$ cat src/rtl/core/lkvc_pkg.sv
// ----------------------------------------------------------------------------
// lkvc_pkg
// Shared types and constants for the LRU key-value cache: request kinds,
// controller states, the controller-to-datapath command group and the
// fixed field widths.
// ----------------------------------------------------------------------------
package lkvc_pkg;

   // Fixed field widths
   localparam int VALUE_BITS = 32;
   localparam int CAP_BITS   = 5;

   // Capacity register value after reset
   localparam logic [CAP_BITS-1:0] CAP_RESET = 5'd16;

   // Request kind carried on req_tuser
   typedef enum logic {
      REQ_GET = 1'b0,
      REQ_PUT = 1'b1
   } req_kind_type;

   // Controller states
   typedef enum logic [1:0] {
      ST_IDLE,
      ST_LOOKUP,
      ST_UPDATE
   } state_type;

   // Commands from the controller to the datapath
   typedef struct packed {
      logic load;    // capture the request beat
      logic lookup;  // run the key compare and register its results
      logic commit;  // update the table and load the response register
   } cmd_type;

endpackage

$ cat src/rtl/core/lkvc_ctrl.sv
// ----------------------------------------------------------------------------
// lkvc_ctrl
// Request sequencer: takes a request beat, steps it through the lookup and
// update cycles and owns the valid flag of the response register.
// ----------------------------------------------------------------------------
module lkvc_ctrl (
   input  logic             clock,
   input  logic             reset,
   input  logic             req_tvalid,
   output logic             req_tready,
   output logic             rsp_tvalid,
   input  logic             rsp_tready,
   output lkvc_pkg::cmd_type cmd
);
   import lkvc_pkg::*;

   state_type state_ff, state_in;
   logic      rsp_valid_ff, rsp_valid_in;
   logic      can_commit;
   logic      accept;

   // State register and response valid
   always_ff @(posedge clock) begin
      if (reset) begin
         state_ff     <= ST_IDLE;
         rsp_valid_ff <= 1'b0;
      end else begin
         state_ff     <= state_in;
         rsp_valid_ff <= rsp_valid_in;
      end
   end

   // Next state and command outputs
   always_comb begin
      can_commit = (state_ff == ST_UPDATE) && (!rsp_valid_ff || rsp_tready);
      req_tready = (state_ff == ST_IDLE) || can_commit;
      accept     = req_tvalid && req_tready;
      state_in   = state_ff;
      cmd.load   = accept;
      cmd.lookup = 1'b0;
      cmd.commit = can_commit;
      unique case (state_ff)
         ST_IDLE: begin
            if (accept) state_in = ST_LOOKUP;
         end
         ST_LOOKUP: begin
            cmd.lookup = 1'b1;
            state_in   = ST_UPDATE;
         end
         ST_UPDATE: begin
            // hold here while the previous response has not been taken
            if (can_commit) state_in = accept ? ST_LOOKUP : ST_IDLE;
         end
         default: state_in = ST_IDLE;
      endcase
      if (can_commit)      rsp_valid_in = 1'b1;
      else if (rsp_tready) rsp_valid_in = 1'b0;
      else                 rsp_valid_in = rsp_valid_ff;
   end

   assign rsp_tvalid = rsp_valid_ff;

endmodule

$ cat src/rtl/core/lkvc_dpath.sv
// ----------------------------------------------------------------------------
// lkvc_dpath
// Cache datapath: key and recency tables in flops, value memory, parallel
// key compare, LRU victim and free slot search, and the response register.
// ----------------------------------------------------------------------------
module lkvc_dpath #(
   parameter int ENTRIES  = 16,
   parameter int KEY_BITS = 16
) (
   input  logic                               clock,
   input  logic                               reset,
   input  lkvc_pkg::cmd_type                  cmd,
   input  logic                               csr_wen,
   input  logic [lkvc_pkg::CAP_BITS-1:0]      csr_wdata,
   input  logic                               req_type,
   input  logic [KEY_BITS-1:0]                req_key,
   input  logic [lkvc_pkg::VALUE_BITS-1:0]    req_write_value,
   output logic                               rsp_found,
   output logic [lkvc_pkg::VALUE_BITS-1:0]    rsp_read_value,
   output logic                               rsp_evicted,
   output logic [KEY_BITS-1:0]                rsp_evicted_key
);
   import lkvc_pkg::*;

   localparam int IDX_W  = $clog2(ENTRIES);
   localparam int RANK_W = $clog2(ENTRIES);
   localparam int CNT_W  = $clog2(ENTRIES + 1);
   localparam int CMP_W  = (CNT_W > CAP_BITS) ? CNT_W : CAP_BITS;

   // Captured request
   logic                  type_ff;
   logic [KEY_BITS-1:0]   key_ff;
   logic [VALUE_BITS-1:0] wval_ff;

   // Table state
   logic [KEY_BITS-1:0]   keys_ff [ENTRIES];
   logic [RANK_W-1:0]     rank_ff [ENTRIES];
   logic [RANK_W-1:0]     rank_in [ENTRIES];
   logic [ENTRIES-1:0]    valid_ff, valid_in;
   logic [CNT_W-1:0]      used_ff, used_in;
   logic [CAP_BITS-1:0]   cap_ff;
   logic [VALUE_BITS-1:0] value_mem [ENTRIES];
   logic [VALUE_BITS-1:0] rdata_ff;

   // Lookup results
   logic                  hit, evict, ins_ok;
   logic [IDX_W-1:0]      hit_slot, victim_slot, ins_slot;
   logic [ENTRIES-1:0]    hit_vec, victim_vec, free_vec;
   logic [CMP_W-1:0]      cap_ext, cap_eff;
   logic                  is_put;

   logic                  hit_ff, evict_ff, ins_ok_ff;
   logic [IDX_W-1:0]      hit_slot_ff, victim_ff, ins_slot_ff;
   logic [RANK_W-1:0]     old_rank_ff;
   logic [KEY_BITS-1:0]   evkey_ff;

   logic                  mem_we;
   logic [IDX_W-1:0]      mem_waddr;

   assign is_put = (type_ff == REQ_PUT);

   // Request capture
   always_ff @(posedge clock) begin
      if (cmd.load) begin
         type_ff <= req_type;
         key_ff  <= req_key;
         wval_ff <= req_write_value;
      end
   end

   // Capacity register
   always_ff @(posedge clock) begin
      if (reset)        cap_ff <= CAP_RESET;
      else if (csr_wen) cap_ff <= csr_wdata;
   end

   // Effective capacity: zero reads as one, above the table size saturates
   always_comb begin
      cap_ext = CMP_W'(cap_ff);
      if (cap_ff == '0)                    cap_eff = CMP_W'(1);
      else if (cap_ext > CMP_W'(ENTRIES))  cap_eff = CMP_W'(ENTRIES);
      else                                 cap_eff = cap_ext;
   end

   // Parallel compare, LRU victim and lowest free slot
   always_comb begin
      for (int i = 0; i < ENTRIES; i++) begin
         hit_vec[i]    = valid_ff[i] && (keys_ff[i] == key_ff);
         victim_vec[i] = valid_ff[i] && (rank_ff[i] == RANK_W'(used_ff - CNT_W'(1)));
      end
      hit = |hit_vec;
      evict = is_put && !hit && (used_ff != '0) && (CMP_W'(used_ff) >= cap_eff);
      free_vec = ~valid_ff | (evict ? victim_vec : '0);
      ins_ok = |free_vec;
      hit_slot    = '0;
      victim_slot = '0;
      ins_slot    = '0;
      // downward scan so the lowest index wins
      for (int i = ENTRIES - 1; i >= 0; i--) begin
         if (hit_vec[i])    hit_slot    = IDX_W'(i);
         if (victim_vec[i]) victim_slot = IDX_W'(i);
         if (free_vec[i])   ins_slot    = IDX_W'(i);
      end
   end

   // Lookup result registers
   always_ff @(posedge clock) begin
      if (cmd.lookup) begin
         hit_ff      <= hit;
         hit_slot_ff <= hit_slot;
         old_rank_ff <= rank_ff[hit_slot];
         evict_ff    <= evict;
         victim_ff   <= victim_slot;
         evkey_ff    <= keys_ff[victim_slot];
         ins_slot_ff <= ins_slot;
         ins_ok_ff   <= ins_ok && is_put && !hit;
      end
   end

   // Table update on commit
   always_comb begin
      valid_in = valid_ff;
      rank_in  = rank_ff;
      used_in  = used_ff;
      if (cmd.commit) begin
         if (hit_ff) begin
            // move the hit entry to the front, shift the more recent ones back
            for (int i = 0; i < ENTRIES; i++) begin
               if (valid_ff[i] && (rank_ff[i] < old_rank_ff))
                  rank_in[i] = rank_ff[i] + RANK_W'(1);
            end
            rank_in[hit_slot_ff] = '0;
         end else if (ins_ok_ff) begin
            for (int i = 0; i < ENTRIES; i++) begin
               if (valid_ff[i] && !(evict_ff && (IDX_W'(i) == victim_ff)))
                  rank_in[i] = rank_ff[i] + RANK_W'(1);
            end
            if (evict_ff) begin
               valid_in[victim_ff] = 1'b0;
               rank_in[victim_ff]  = '0;
            end
            valid_in[ins_slot_ff] = 1'b1;
            rank_in[ins_slot_ff]  = '0;
            if (!evict_ff) used_in = used_ff + CNT_W'(1);
         end
      end
   end

   always_ff @(posedge clock) begin
      if (reset) begin
         valid_ff <= '0;
         used_ff  <= '0;
         for (int i = 0; i < ENTRIES; i++) rank_ff[i] <= '0;
      end else begin
         valid_ff <= valid_in;
         used_ff  <= used_in;
         rank_ff  <= rank_in;
      end
   end

   // Key write for a new entry
   always_ff @(posedge clock) begin
      if (cmd.commit && !hit_ff && ins_ok_ff) keys_ff[ins_slot_ff] <= key_ff;
   end

   // Value memory: one write port, one registered read port
   assign mem_we    = cmd.commit && is_put && (hit_ff || ins_ok_ff);
   assign mem_waddr = hit_ff ? hit_slot_ff : ins_slot_ff;

   always_ff @(posedge clock) begin
      if (mem_we) value_mem[mem_waddr] <= wval_ff;
   end

   always_ff @(posedge clock) begin
      if (cmd.lookup) rdata_ff <= value_mem[hit_slot];
   end

   // Response register
   always_ff @(posedge clock) begin
      if (cmd.commit) begin
         rsp_found       <= hit_ff;
         rsp_read_value  <= (hit_ff && !is_put) ? rdata_ff : '0;
         rsp_evicted     <= evict_ff;
         rsp_evicted_key <= evict_ff ? evkey_ff : '0;
      end
   end

endmodule

$ cat src/rtl/core/lru_key_value_cache.sv
// ----------------------------------------------------------------------------
// lru_key_value_cache
// Flow: an accepted request beat is captured; a lookup step does the parallel
//   key compare and value memory read, an update step the recency update and
//   write and the response load, which waits until the response side is free.
//   A new beat is taken only when idle or with that update, not mid-request.
// Reset: synchronous, clears all valid marks, ranks and the entry count, and
//   sets the capacity to 16; keys and values are not cleared.
// ----------------------------------------------------------------------------
module lru_key_value_cache #(
   parameter int ENTRIES  = 16,
   parameter int KEY_BITS = 16
) (
   input  logic clock,
   input  logic reset,
   // request channel
   input  logic req_tvalid,
   output logic req_tready,
   // tdata: key, write_value
   input  logic [((KEY_BITS + lkvc_pkg::VALUE_BITS + 7) / 8) * 8 - 1:0] req_tdata,
   // tuser: req_type
   input  logic req_tuser,
   // response channel
   output logic rsp_tvalid,
   input  logic rsp_tready,
   // tdata: read_value, evicted_key
   output logic [((KEY_BITS + lkvc_pkg::VALUE_BITS + 7) / 8) * 8 - 1:0] rsp_tdata,
   // tuser: found, evicted
   output logic [1:0] rsp_tuser,
   // capacity register
   input  logic csr_wen,
   input  logic [lkvc_pkg::CAP_BITS-1:0] csr_wdata
);
   import lkvc_pkg::*;

   localparam int DATA_W = ((KEY_BITS + VALUE_BITS + 7) / 8) * 8;

   cmd_type               cmd;
   logic                  found, evicted;
   logic [VALUE_BITS-1:0] read_value;
   logic [KEY_BITS-1:0]   evicted_key;

   lkvc_ctrl u_ctrl (
      .clock      (clock),
      .reset      (reset),
      .req_tvalid (req_tvalid),
      .req_tready (req_tready),
      .rsp_tvalid (rsp_tvalid),
      .rsp_tready (rsp_tready),
      .cmd        (cmd)
   );

   lkvc_dpath #(
      .ENTRIES  (ENTRIES),
      .KEY_BITS (KEY_BITS)
   ) u_dpath (
      .clock           (clock),
      .reset           (reset),
      .cmd             (cmd),
      .csr_wen         (csr_wen),
      .csr_wdata       (csr_wdata),
      .req_type        (req_tuser),
      .req_key         (req_tdata[KEY_BITS-1:0]),
      .req_write_value (req_tdata[KEY_BITS +: VALUE_BITS]),
      .rsp_found       (found),
      .rsp_read_value  (read_value),
      .rsp_evicted     (evicted),
      .rsp_evicted_key (evicted_key)
   );

   // Response beat packing
   assign rsp_tdata = DATA_W'({evicted_key, read_value});
   assign rsp_tuser = {evicted, found};

   // A hit never evicts
   a_hit_no_evict: assert property (@(posedge clock) disable iff (reset)
      rsp_tvalid |-> !(found && evicted))
      else $error("response reports both a hit and an eviction");

   // No evicted key without an eviction
   a_evkey_zero: assert property (@(posedge clock) disable iff (reset)
      (rsp_tvalid && !evicted) |-> (evicted_key == '0))
      else $error("evicted key set without an eviction");

   // A miss returns no value
   a_miss_value_zero: assert property (@(posedge clock) disable iff (reset)
      (rsp_tvalid && !found) |-> (read_value == '0))
      else $error("value returned on a miss");

   // Each request takes its lookup step: no beat accepted right after another
   a_two_cycle: assert property (@(posedge clock) disable iff (reset)
      (req_tvalid && req_tready) |=> !req_tready)
      else $error("request accepted in back-to-back cycles");

endmodule

$ cat config.mk
export PLATFORM = sky130hd
export DESIGN_NAME = lru_key_value_cache
export DESIGN_NICKNAME = d
export VERILOG_FILES = /design/src/rtl/core/lkvc_pkg.sv /design/src/rtl/core/lkvc_ctrl.sv /design/src/rtl/core/lkvc_dpath.sv /design/src/rtl/core/lru_key_value_cache.sv
export SDC_FILE = /design/constraint.sdc
export NUM_CORES = 2
export LEC_CHECK = 0
export BUFFER_PORTS_ARGS = -buffer_cell sky130_fd_sc_hd__buf_2
export CAP_MARGIN = 20
export CORE_UTILIZATION = 30
export CTS_CLUSTER_SIZE = 20
export DETAILED_ROUTE_END_ITERATION = 8
export GPL_ROUTABILITY_DRIVEN = 0
export GPL_TIMING_DRIVEN = 0
export PLACE_DENSITY = 0.44
export RECOVER_POWER = 50
export SYNTH_ARGS = -nofsm -noshare
export SYNTH_HDL_FRONTEND = slang
export SYNTH_SLANG_ARGS = --single-unit
$ cat constraint.sdc
create_clock -name clock -period 15.3 [get_ports clock]
set_input_delay 1.53 -clock clock [delete_from_list [all_inputs] [get_ports clock]]
set_output_delay 1.53 -clock clock [all_outputs]
set_load 0.05 [all_outputs]
; Word-level counts from Yosys, hierarchy flattened
; Memory sizes are Yosys's and may differ from the RTL's. A register that Yosys moved wholly into a read port is not among the register bits.
; Cells that the tools add are included.
[totals]
ff_bits = 211
mem_bits_rw = 768
n_memories = 2
out_inout_bits = 52
wordCells = 487
[op_classes]
n_bitwise = 17
muxes = 197
addsub = 18
eq_ne = 51
magnitude_cmp = 29
n_reduce_logical = 135
[mem_list]
columns = name, words, word_bits, read_ports, rd_clocked_by_memory_dff, wr, line_no
row1 = u_dpath.value_mem, 16, 32, 1, 1, 1, lkvc_dpath.sv:42  ; logic [VALUE_BITS-1:0] value_mem [ENTRIES];
row2 = u_dpath.keys_ff, 16, 16, 17, 1, 1, lkvc_dpath.sv:36  ; logic [KEY_BITS-1:0] keys_ff [ENTRIES];
[op_table]
columns = operator, count
row1 = two-way mux 4 bit, 158
row2 = two-way mux 64 bit, 6
row3 = == test 16 bit, 16
row4 = AND 64 bit, 3
row5 = inverter 64 bit, 3
row6 = logical AND 1 bit, 97
row7 = two-way mux 16 bit, 5
row8 = "adder 4 x 1 -> 4 bit, second input constant", 16
row9 = == test 4 bit, 16
row10 = < comparator 4 bit, 16
row11 = demux 4 bit (select 4 bit), 3
row12 = "== test 4 bit, first input constant", 8
row13 = inverter 16 bit, 2
row14 = bitwise OR 16 bit, 2
row15 = OR reduction 16 bit, 2
row16 = ">= comparator 5 bit, second input constant", 4
row17 = logical NOT 1 bit, 20
row18 = inverter 4 -> 5 bit, 4
row19 = AND 16 bit, 1
row20 = binary-select mux 4 bit (select 4 bit), 1
row21 = "== test 3 x 4 -> 1 bit, first input constant", 4
row22 = "< comparator 5 x 1 -> 1 bit, second input constant", 3
row23 = two-way mux 3 bit, 4
row24 = two-way mux 1 bit, 11
row25 = 28 further kinds, 42

; Depth between registers and ports, before layout
; An unclocked memory read counts as a cell.
[logic_depth]
depth_word = 25
depth_mapped = 19
depth_no_buf = 16

; By module
; From an unflattened synthesis, not the netlist that was laid out.
[hier_totals]
cells_unflattened = 3964
hier_area_um2 = 50183.1
[modules_own_cells]
columns = mod, n_inst, area_per_inst_um2, seq_area_each_um2, cells_each
row1 = lkvc_dpath, 1, 50004.2, 29848.6, 3944
row2 = lkvc_ctrl, 1, 163.9, 60.1, 18
row3 = lru_key_value_cache, 1, 15.0, 0.0, 2

; Worst setup path before layout
; No wires, ideal clock.
[synth_path]
kind = input-to-reg
startpoint = in rsp_tready
endpoint = mem u_dpath.value_mem[15][0] (enable)
setup_slack_ns = 8.415
path_buffers = 2
required_time_ns = 14.879
setup_ns = 0.421
arrival_time_ns = 6.464
path_stages = 8
path_cell_list = nor2b_1 > nor2_1 > o21a_1 > clkbuf_1 > clkbuf_1 > nand2_1 > or3_1 > nor2_1
[synth_via]
elab_chain_len = 6
[synth_rtl]
columns = item, line_no
row1 = start: declaration, lru_key_value_cache.sv:25  ; input logic rsp_tready,
row2 = logical OR 1 bit, lkvc_ctrl.sv:35  ; can_commit = (state_ff == ST_UPDATE) && (!rsp_valid_ff || rsp_tready);
row3 = logical AND 1 bit, lkvc_ctrl.sv:35
row4 = net u_ctrl.can_commit, lkvc_ctrl.sv:19  ; logic can_commit;
row5 = logical AND 1 bit (2 in series), lkvc_dpath.sv:167  ; assign mem_we = cmd.commit && is_put && (hit_ff || ins_ok_ff);
row6 = two-way mux 1 bit, lkvc_dpath.sv:171  ; if (mem_we) value_mem[mem_waddr] <= wval_ff;
row7 = two-way mux 1 bit (implied by the code), lkvc_dpath.sv:171
row8 = end: declaration, lkvc_dpath.sv:42
; The timed path passes the listed nets, and every way through them passes these cells.

; Worst setup path in the final report
[layout_path]
startpoint = reg u_dpath.key_ff[15]
endpoint = reg u_dpath.rdata_ff[18] (read register of u_dpath.value_mem), data pin
[layout_via]
elab_chain_len = 18
word_cells_on_any_way = 48
cone_classes = 16 x eq/ne / 16 x mux / 16 x reduce/logical
[layout_rtl]
columns = item, line_no
row1 = start: declaration, lkvc_dpath.sv:32  ; logic [KEY_BITS-1:0] key_ff;
row2 = start signal: assignment, lkvc_dpath.sv:66  ; key_ff <= req_key;
row3 = == test 16 bit, lkvc_dpath.sv:88  ; hit_vec[i] = valid_ff[i] && (keys_ff[i] == key_ff);
row4 = logical AND 1 bit, lkvc_dpath.sv:88
row5 = two-way mux 4 bit (15 in series), lkvc_dpath.sv:100  ; if (hit_vec[i]) hit_slot = IDX_W'(i);
row6 = two-way mux 4 bit *, lkvc_dpath.sv:100
row7 = end: declaration, lkvc_dpath.sv:43  ; logic [VALUE_BITS-1:0] rdata_ff;
; Mark *: on every way between the ends. The rest lies on a longest branch, timed or not.
; A chain may end at the register's enable or synchronous reset.

==> results.txt <==
----------------------------------------------------
[Run status]
  Status ... complete, but fails checks
  Violated checks ... max-capacitance violations, max-slew violations

[Clock network]
  Number of buffers inserted by hold repair at cts ... 0
  Post-cts sizing count ... 0
  Setup repair bufs after CTS ... 0
  Clock buffers created by TritonCTS ... 115
  Root Buffer Master ... clkbuf_16
  CTS tree ... built
  Clock tree buffer depth ... 3
  H-tree depth reported by CTS ... 3
  Register clock-pin slew on the reported worst setup and hold paths ... 0.06 ns
  Clock net sink count ... 1,027
  Source-to-sink clock delay at the later pin of the worst-skew pair ... 0.75 ns

[STA]
  Worst-Margin Slew ... 2.46 ns
  RSZ-0062 raised after global routing ... false
  Relative slew slack ... -64.3%
  Clock skew after layout ... 0.0378 ns
  Max Freq ... 131 MHz
  Setup TNS ... 0 ns
  Total count of max-transition violations in the final report ... 137
  Final count of negative-setup-slack endpoints ... 0
  Number of endpoints with negative hold slack in the final report ... 0
  Final worst-path setup slack ... 7.68 ns
  Final critical-path required period ... 7.62 ns
  Ratio of final minimum period to clock period ... 49.8%

[GRT]
  Via count of the first global-routing pass ... 33.8k
  Wire length of the first global-routing pass ... 256,000 µm
  Congestion Overflow GR ... 0
  Antenna violations before repair ... 7
  Gr usage total ... 22.0%
  Largest net degree at the start of global routing ... 26

[Setup path]
  Critical-path maximum fanout ... 14
  Required time worst endpoint ... 15.77 ns
  Crit-path max cell delay ... 1.05 ns
  Cell Chain, Critical Path ... clkbuf_1, buf_2, buf_2, xor2_1, nor4_1, nand3_1, nor3_1, nor2b_1, a21oi_1, o21bai_1, a41oi_2, clkbuf_1, clkbuf_1, a21oi_1, nor3_1, nand2_1
  Element type at the critical path end ... flop
  Library cell appearing most often on the critical path ... clkbuf_1
  Type of origin of the critical path ... flop
  Arrival time at the worst endpoint ... 8.09 ns
  Critical-path cell with the highest stage delay ... clkbuf_1
  Kind of critical path ... reg2reg

[Layout]
  Share of final-layout standard cells stronger than drive strength 1 ... 10.6%
  Post-route cell area ... 56,200 µm²
  Final net count ... 4,423
  Number of standard cells in the layout, taps in and fillers out ... 6,546
  Diode insertion count for antenna repair ... 0
  Area delta synth->final ... 16.0%

[Synth]
  Net count after synthesis ... 4,155
  Cells after Synth ... 4,024
  Dominant synthesized flop cell ... edfxtp_1
  Sequential cell area fraction in the yosys report ... 61.8%
  Synthesized flop and latch total ... 1,027
  Post-synth EDFFs ... 934
  Unique masters post-synth ... 83
  Avg Synthesized Cell Area ... 12.0 µm²
  Cell area after synthesis ... 48,400 µm²
  Warning count from the yosys run ... 0
  Asr flop ratio synth ... 0%

[Routing]
  # DRC ... 0
  Average wire per standard cell ... 28.0 µm
  Total wire length after detailed routing ... 183,000 µm
  Vias per inst ... 5.42
  Violation count after the first detailed-route iteration ... 4,343
  Via total after detailed routing ... 35.5k
  Final ANT Viol Nets ... 0
  Number of detailed-routing iterations run before antenna repair ... 6

[Hold path]
  Path category of the worst min-delay check ... reg2reg

[Placement]
  Sum of net half-perimeters after detailed placement ... 132,000 µm
  Pre-CTS setup slack ... 8.12 ns
  Placed Cells incl. Taps ... 6,332
  Count of input and output buffers ... 108
  Placed inst area ... 52,700 µm²

[Pwr]
  Total power draw ... 0.00611 W
  Leak pwr ... 19.0 nW
  Power per cell area ... 109 nW/µm²
  Worst vdd ir ... 102 µV

[Floorplanning]
  Die area ... 163,000 µm²
  Core area ... 160,000 µm²
  Row count ... 147
  Number of ports placed on the die boundary ... 111
  Horizontal die dimension ... 404 µm
  Die Y ... 404 µm
  Effective utilization at floorplan ... 30.2%

[Run]
  Max-Cap Viols ... 6

----------------------------------------------------
## placed cells by master (no fill, tap or decap), types with 124 or more instances in the layout
| cell | instances |
|---|---|
| edfxtp_1 | 934 |
| nor2_1 | 247 |
| xor2_1 | 191 |
| nand2_1 | 374 |
| a21oi_1 | 243 |
| xnor2_1 | 124 |
| o21ai_0 | 250 |
| clkbuf_1 | 207 |
| nand3_1 | 258 |
| buf_2 | 154 |
## registers in the layout, summed over array words and instances (netlist names), 5 cells and up
register and cells:
u_dpath.valid_ff 16, u_dpath.rsp_evicted_key 16, u_dpath.rdata_ff 32, u_dpath.rank_ff 64, u_dpath.cap_ext 5, u_dpath.value_mem 512
u_dpath.evkey_ff 16, u_dpath.keys_ff 256, u_dpath.used_ff 5, u_dpath.key_ff 16, u_dpath.rsp_read_value 32, u_dpath.wval_ff 32
## cell usage after synthesis (62+ instances only)
| cell | count | area [µm²] |
|---|---|---|
| edfxtp_1 | 934 | 28000 |
| nand2_1 | 374 | 1400 |
| nor2_1 | 263 | 987 |
| nand3_1 | 258 | 1290 |
| o21ai_0 | 250 | 1250 |
| a21oi_1 | 243 | 1220 |
| xor2_1 | 191 | 1670 |
| clkbuf_1 | 164 | 616 |
| xnor2_1 | 124 | 1090 |
| dfxtp_1 | 93 | 1860 |
| nand4_1 | 79 | 494 |
| ha_1 | 72 | 901 |
| and2_1 | 62 | 388 |
## power by group
part	switching (W)	total, W	internal, W
clock	0.00119	0.00278	0.00159
combinational	0.000149	0.000201	0.0000521
sequential	0.0000453	0.00313	0.00308
total	0.00139	0.00611	0.00472
## stage by stage
| stage | hold slack (ns) | utilization (%) |
|---|---|---|
| after floorplan | 0.424 | - |
| after global placement | 0.476 | 32.2 |
| after detailed placement | 0.485 | 32.9 |
| after CTS | 0.498 | 35.2 |
| after global routing | 0.521 | 35.0 |
| final | 0.496 | 35.0 |
## final cells by class
| type | instances | area [µm²] |
|---|---|---|
| sequential | 1027 | 29900 |
| clock buffer | 138 | 3020 |
| multi-input combinational | 2694 | 17400 |
| tap | 2160 | 2700 |
| inverter | 57 | 214 |
| buffer | 246 | 1070 |
| clock inverter | 73 | 708 |
| timing repair buffer | 151 | 1200 |
| fill | 15962 | 104000 |
## critical path: cells and delay by family (launching register included)
kind                   cells  cell delay (ns)
AO/OA/AOI/OAI              4             1.74
XOR/XNOR                   1             0.18
AND/OR/NAND/NOR            6             1.37
buffers and inverters      5             3.55
flip-flops                 1             0.46
## cells by family (layout without fill, tap and decap cells)
kind of cell             count (synthesis)  after routing  share of synthesized area, %
AO/OA/AOI/OAI                          791            791                          10.5
XOR/XNOR                               325            325                          6.14
adder cells (fa/ha/maj)                 72             72                          1.86
buffers and inverters                  303            665                          2.65
flip-flops                            1027           1027                          61.8
multiplexers                            94             94                          2.18
AND/OR/NAND/NOR                       1412           1412                          14.9
## path summary, 6_finish.rpt
path / startpoint / to / slack (ns) / depth (start not counted)
max: u_dpath.key_ff[15]$_DFFE_PP_ / u_dpath.rdata_ff[18]$_DFFE_PN_ / 7.68 / 16
min: u_ctrl.rsp_tvalid$_SDFFE_PP0P_ / u_ctrl.rsp_tvalid$_SDFFE_PP0P_ / 0.50 / 2
max reg2reg: u_dpath.key_ff[15]$_DFFE_PP_ / u_dpath.rdata_ff[18]$_DFFE_PN_ / 7.68 / 16
min reg2reg: u_ctrl.rsp_tvalid$_SDFFE_PP0P_ / u_ctrl.rsp_tvalid$_SDFFE_PP0P_ / 0.50 / 2
## routing by layer
layer	routed length, µm	GRT usage [%]
met5	27	0
met4	6330	7.93
met3	14200	3.66
met2	80500	33.0
met1	82500	31.7
No activity file was read; power rests on OpenSTA's default activity.
